### src/design/sidg_pkg.sv
// Shared types and constants for the sequence id graph checker.
package sidg_pkg;

    localparam int ID_W     = 32;
    localparam int STATUS_W = 3;
    localparam int POS_W    = 6;
    localparam int APOS_W   = 7;

    localparam logic [STATUS_W-1:0] ST_OK         = 3'd0;
    localparam logic [STATUS_W-1:0] ST_NO_NODES   = 3'd1;
    localparam logic [STATUS_W-1:0] ST_ODD_NODE   = 3'd2;
    localparam logic [STATUS_W-1:0] ST_EVEN_EDGE  = 3'd3;
    localparam logic [STATUS_W-1:0] ST_DUPLICATE  = 3'd4;
    localparam logic [STATUS_W-1:0] ST_GAP        = 3'd5;
    localparam logic [STATUS_W-1:0] ST_HORIZON    = 3'd6;
    localparam logic [STATUS_W-1:0] ST_CAPACITY   = 3'd7;

    localparam logic [APOS_W-1:0] APOS_SAT = 7'd127;
    localparam logic [POS_W-1:0]  POS_SAT  = 6'd63;

    // Control broadcast to every cell of the id chain.
    typedef struct packed {
        logic shift;   // take the neighbor's id
        logic sample;  // register the compare against the key
    } cell_ctl_t;

endpackage

### src/design/sidg_cell.sv
// One cell of the id chain: holds one stored id and compares it to the key.
module sidg_cell (
    input  logic                      aclk,
    input  sidg_pkg::cell_ctl_t       ctl,
    input  logic                      live,
    input  logic [sidg_pkg::ID_W-1:0] id_in,
    input  logic [sidg_pkg::ID_W-1:0] key,
    output logic [sidg_pkg::ID_W-1:0] id_out,
    output logic                      match
);

    logic [sidg_pkg::ID_W-1:0] id_reg;
    logic                      match_reg;

    always_ff @(posedge aclk) begin
        if (ctl.shift) begin
            id_reg <= id_in;
        end
        if (ctl.sample) begin
            match_reg <= live && (id_reg == key);
        end
    end

    assign id_out = id_reg;
    assign match  = match_reg;

endmodule
### config.mk
export PLATFORM = sky130hd
export DESIGN_NAME = sidg_cell
export DESIGN_NICKNAME = d
export VERILOG_FILES = /design/src/design/sidg_pkg.sv /design/src/design/sidg_cell.sv
export SDC_FILE = /design/constraint.sdc
export NUM_CORES = 1
export LEC_CHECK = 0
export BUFFER_PORTS_ARGS = -buffer_cell sky130_fd_sc_hd__buf_2
export CAP_MARGIN = 20
export CORE_MARGIN = 1.5
export CORE_UTILIZATION = 30
export CTS_CLUSTER_DIAMETER = 40
export DETAILED_ROUTE_END_ITERATION = 8
export PLACE_DENSITY = 0.64
export SETUP_SLACK_MARGIN = 0.15
export SYNTH_ARGS = -nofsm -noshare
export SYNTH_HDL_FRONTEND = slang
export SYNTH_SLANG_ARGS = --single-unit
### constraint.sdc
create_clock -name aclk -period 1.6 [get_ports aclk]
set_input_delay 0.4 -clock aclk [delete_from_list [all_inputs] [get_ports aclk]]
set_output_delay 0.4 -clock aclk [all_outputs]
set_load 0.03 [all_outputs]
Yosys cells after proc, flatten, opt, wreduce, memory -nomap -nowiden:

Index checks and enable logic that the tools add are counted.

* register bits: 33
* bits of input ports: 68
* output and inout port bits: 33
* logic and storage cells: 4

* eq/ne operators: 1
* reductions and logical operators: 1

Operators by type and width (count)
* $eq 32x32->1: 1
* $logic_and 1x1->1: 1

Longest topological paths before layout:

* word-level depth: 2
* depth in mapped cells: 4

Least setup slack after synthesis:

Ideal clock, no wire load.

* kind: reg2reg
* start point: register id_reg, in the netlist id_out[15]
* end point: register match_reg, in the netlist match (data pin)
* arrival: 1272 ps
* required time: 1450 ps
* setup slack: 178 ps
* cell stages (with the launch flop): 5
* path buffers: 0
* clock period less this slack: 1422 ps
* cells stage by stage: edfxtp_1 -> xor2_1 -> nor4_1 -> nand4_1 -> nor3_2

* cells in the longest elaborated chain, start to end: 2

RTL lines
* start, declared: RTL line sidg_cell.sv:12 `logic [sidg_pkg::ID_W-1:0] id_reg;`
* start signal, assigned: RTL line sidg_cell.sv:17 `id_reg <= id_in;`
* $eq 32x32->1: RTL line sidg_cell.sv:20 `match_reg <= live && (id_reg == key);`
* $logic_and 1x1->1: RTL line sidg_cell.sv:20
* end signal, assigned: RTL line sidg_cell.sv:20
* end, declared: RTL line sidg_cell.sv:13 `logic match_reg;`

No other way between the ends.
A chain may end at the register's enable or synchronous reset.

Final worst setup path:

* start point: register id_reg, in the netlist id_out[30]
* end point: output port id_out[30] (netlist name)

RTL lines
* end, declared: RTL line sidg_cell.sv:8 `output logic [sidg_pkg::ID_W-1:0] id_out,`

No word-level cell between the ends.

==> results.txt <==
* Setup TNS after final layout: 0 ns
- Layout Skew: 0.00416 ns
- Boundary pin count: 101
- Detailed-routed wire length on met2: ~1400 um
- Leakage power summed over all cells: about 0.9 nW
- The largest single stage delay on the critical path is 0.42 ns.
- Standard-cell rows: 24
- Uppermost layer routed: met4
- Total nets after synthesis: approximately 150
- Dividing the detail-routed via count by the number of cells gives approximately 4.3.
* Drt first-iter violations: between 40 and 50
* Number of distinct standard cells referenced by the synthesized netlist: 8
- Port buffering added 100 buffers.
- Fin crit period: 1.41 ns
* Depth of the most critical reg-to-reg path: 5
- TritonCTS built the clock tree.
- Area of the core region: 0.00432 mm2
* Startpoint class of the critical path: flip-flop
- Weighted congestion reported at the end of routability-driven placement: between 0.6 and 0.7
* HPWL after DPL: about 2300 um
* Final-report max-slew violation count: 0
- At the end of the flow, the number of nets in the layout was 256.
- The first detailed-routing pass took 4 iterations.
* Overall die height: around 70 um
- From left edge to right edge, the die measures between 60 and 70 um.
* Netlist area before placement: ~0.0013 mm2
- Post-CTS Hold Buffers: 0
* Initial Utilization: 31.1%
- Unrepaired setup endpoints after global routing: yes
- First-pass GRT wire length: approximately 4400 um
- For the worst setup path, the data required time is about 1.2 ns.
- In the layout the commonest cells are 100 x buf_2, 33 x edfxtp_1, 31 x xor2_1.
- Number of flip-flops in the largest register: 32
* Capture endpoint of the worst hold path: id_out[14]
- Synthesized flop and latch total: 33
- VDD sags by at most approximately 0.45 mV.
- Clock-pin slew was measured on the worst setup and hold paths at about 0.060 ns.
- The largest individual stage delay along the critical path comes from the cell edfxtp_1.
- Post-Syn Area per Cell: around 17 um2
- Met1 Routed Length: roughly 1000 um
- The tool flagged a number of max-cap violations equal to 0.
- Pin count of the biggest net entering global routing: 20
- The area growth from synthesis to layout is 51.8%.
- Total number of vias: ~1000
- The internal portion of the total power is ~1.5 mW.
- For this design, the sink count on the clock tree is 33.
- The H-tree was split into 2 levels.
* Final count of negative-setup-slack endpoints: 0
- Wire length reported by the detailed router: around 2900 um
- Number of buffers on the longest clock path: 2
- After filler insertion, the fill cell instance count of the layout stands at 436.
* Slew of the pin with the lowest slew margin: about 0.28 ns
- Worst EP arrival: just over 1 ns
- Per report_power, the sequential group accounts for 53.0% of the total.
* Residual DRC count: 0
- Final hold slack: slightly below 0.3 ns
- Initial antenna violation count: 0
- Counting instances, the worst hold path has a depth of 1.
- Power consumption: a little over 2 mW
* Endpoint kind of the worst setup timing path: primary output
- Detailed routing placed a total of 370 um of wire on met3.
* Outcome: finished clean
- Relative slew slack: about 80%
* Clk Latency, worst-skew pair: between 0.2 and 0.3 ns
- The floorplan step defined a die boundary enclosing 0.00490 mm2.
- Hold Fails Final Rpt: 0
* CTS buffer count: 5
* Power share of the clock group: between 20% and 30%
- Slack of the worst reg-to-reg path: ~0.23 ns
- Beginning of the worst hold path: id_in[14]
* Final cycle utilization of the critical path: between 80% and 90%
- DR WL/cell: 11.9 um
* RR Endpoint: match
* Fraction of final layout cells sized beyond drive strength 1: 60.6%
- Timing would allow up to 711 MHz.
* Logic gate share of total power: between 10% and 20%
- Category of the most critical setup path: reg2out
- Post-synthesis cell count: between 70 and 80
- Critical path, cell by cell: buf_4, buf_2
* Worst setup slack after placement: -0.0125 ns
* Hold crit path type: in2reg
- Setup slack after layout: roughly 0.19 ns
- Pwr Density: approximately 990 mW/mm2
- Global router's overall resource usage: around an eighth
- The number of global-route vias before repair is approximately 1000.
- The library cell used most frequently in the layout, excluding fill and tap cells, is buf_2.
- In this run the critical register-to-register path is launched from id_out[30].
- Part of the Yosys area used for sequential elements: 73.6%
- Share of total power consumed by net switching: a little over a quarter
* Detail Route Antenna Nets: 0
- CTS placed an instance of clkbuf_8 at the clock tree root.
- For this run, the number of Yosys warnings is 0.
- Gr ovfl total: 0
- Of all nets on the critical path, the largest fanout is 2.
- Net switching component of the power: around 550 uW
- Number of antenna cells inserted: 0
power by group through the flow:
stage	Combinational [mW]	Clock, mW	Sequential [mW]
global placement	0.378	0	1.09
floorplan	0.0692	0	1.22
CTS	0.384	0.593	1.07
detailed placement	0.383	0	1.09
finish	0.393	0.558	1.07
global route	0.422	0.628	1.08
cell type report:
type                            instances  area (um2)  area share (%)
Clock buffer                            6        72.6            3.55
Multi-Input combinational cell         44         380            18.6
Timing Repair Buffer                  104         531            26.0
Tap cell                               52        65.1            3.18
Sequential cell                        33         991            48.5
Clock inverter                          1        3.75           0.184
through the flow:
| stage | cells | utilization, % | area, um2 |
|---|---|---|---|
| final | 240 | 47.3 | 2040 |
| after detailed placement | 232 | 44.7 | 1930 |
| after global placement | 232 | 44.7 | 1930 |
| after CTS | 239 | 46.5 | 2010 |
| after floorplan | 77 | - | 1350 |
| after global routing | 240 | 47.3 | 2040 |
logic make-up after synthesis:
| group | count (synthesis) | share of synthesized area [%] |
|---|---|---|
| and+or+nand+nor | 12 | 5.58 |
| DFF | 33 | 73.6 |
| xor gates and xnor gates | 32 | 20.8 |
worst max-delay path, delay by kind of cell, from the launching register on:
| kind | cells | cell delay [ns] |
|---|---|---|
| DFF | 1 | 0.42 |
| buffers and inverters | 2 | 0.31 |
metal layers:
| metal | GRT usage [%] | up-vias |
|---|---|---|
| li1 | - | 506 |
| met1 | 13.2 | 460 |
| met2 | 19.0 | 60 |
| met3 | 7.50 | 4 |
| met4 | 5.13 | 0 |
| met5 | 0 | - |
what timing repair did:
action / in CTS / in global routing
pin swaps: 2 / 1
hold endpoints to repair: 0 / 0
buffers inserted: 0 / 1
resized for setup: 0 / 4
endpoints found under the setup margin: 1 / 1
worst max path at each step:
| stage | startpoint | to | slack [ns] | depth (start not counted) |
|---|---|---|---|---|
| final | id_out[30] | id_out[30] | 0.19 | 2 |
| after global placement | key[30] | match | 0.01 | 6 |
| after floorplan | id_out[15] | match | 0.18 | 4 |
| after global routing | id_out[30] | match | 0.09 | 5 |
| after CTS | id_out[2] | match | 0.12 | 5 |
| after detailed placement | key[30] | match | -0.01 | 6 |
cells in the mapped netlist:
cell type  instances  share of area [%]
edfxtp_1          33                 74
nand3_1            2               0.74
nand4_1            1               0.46
nor3_1             1               0.37
nor3_2             1               0.74
nor4_1             7                3.3
xnor2_1            1               0.65
xor2_1            31                 20
Note: power is estimated with default switching activity, not from simulation.
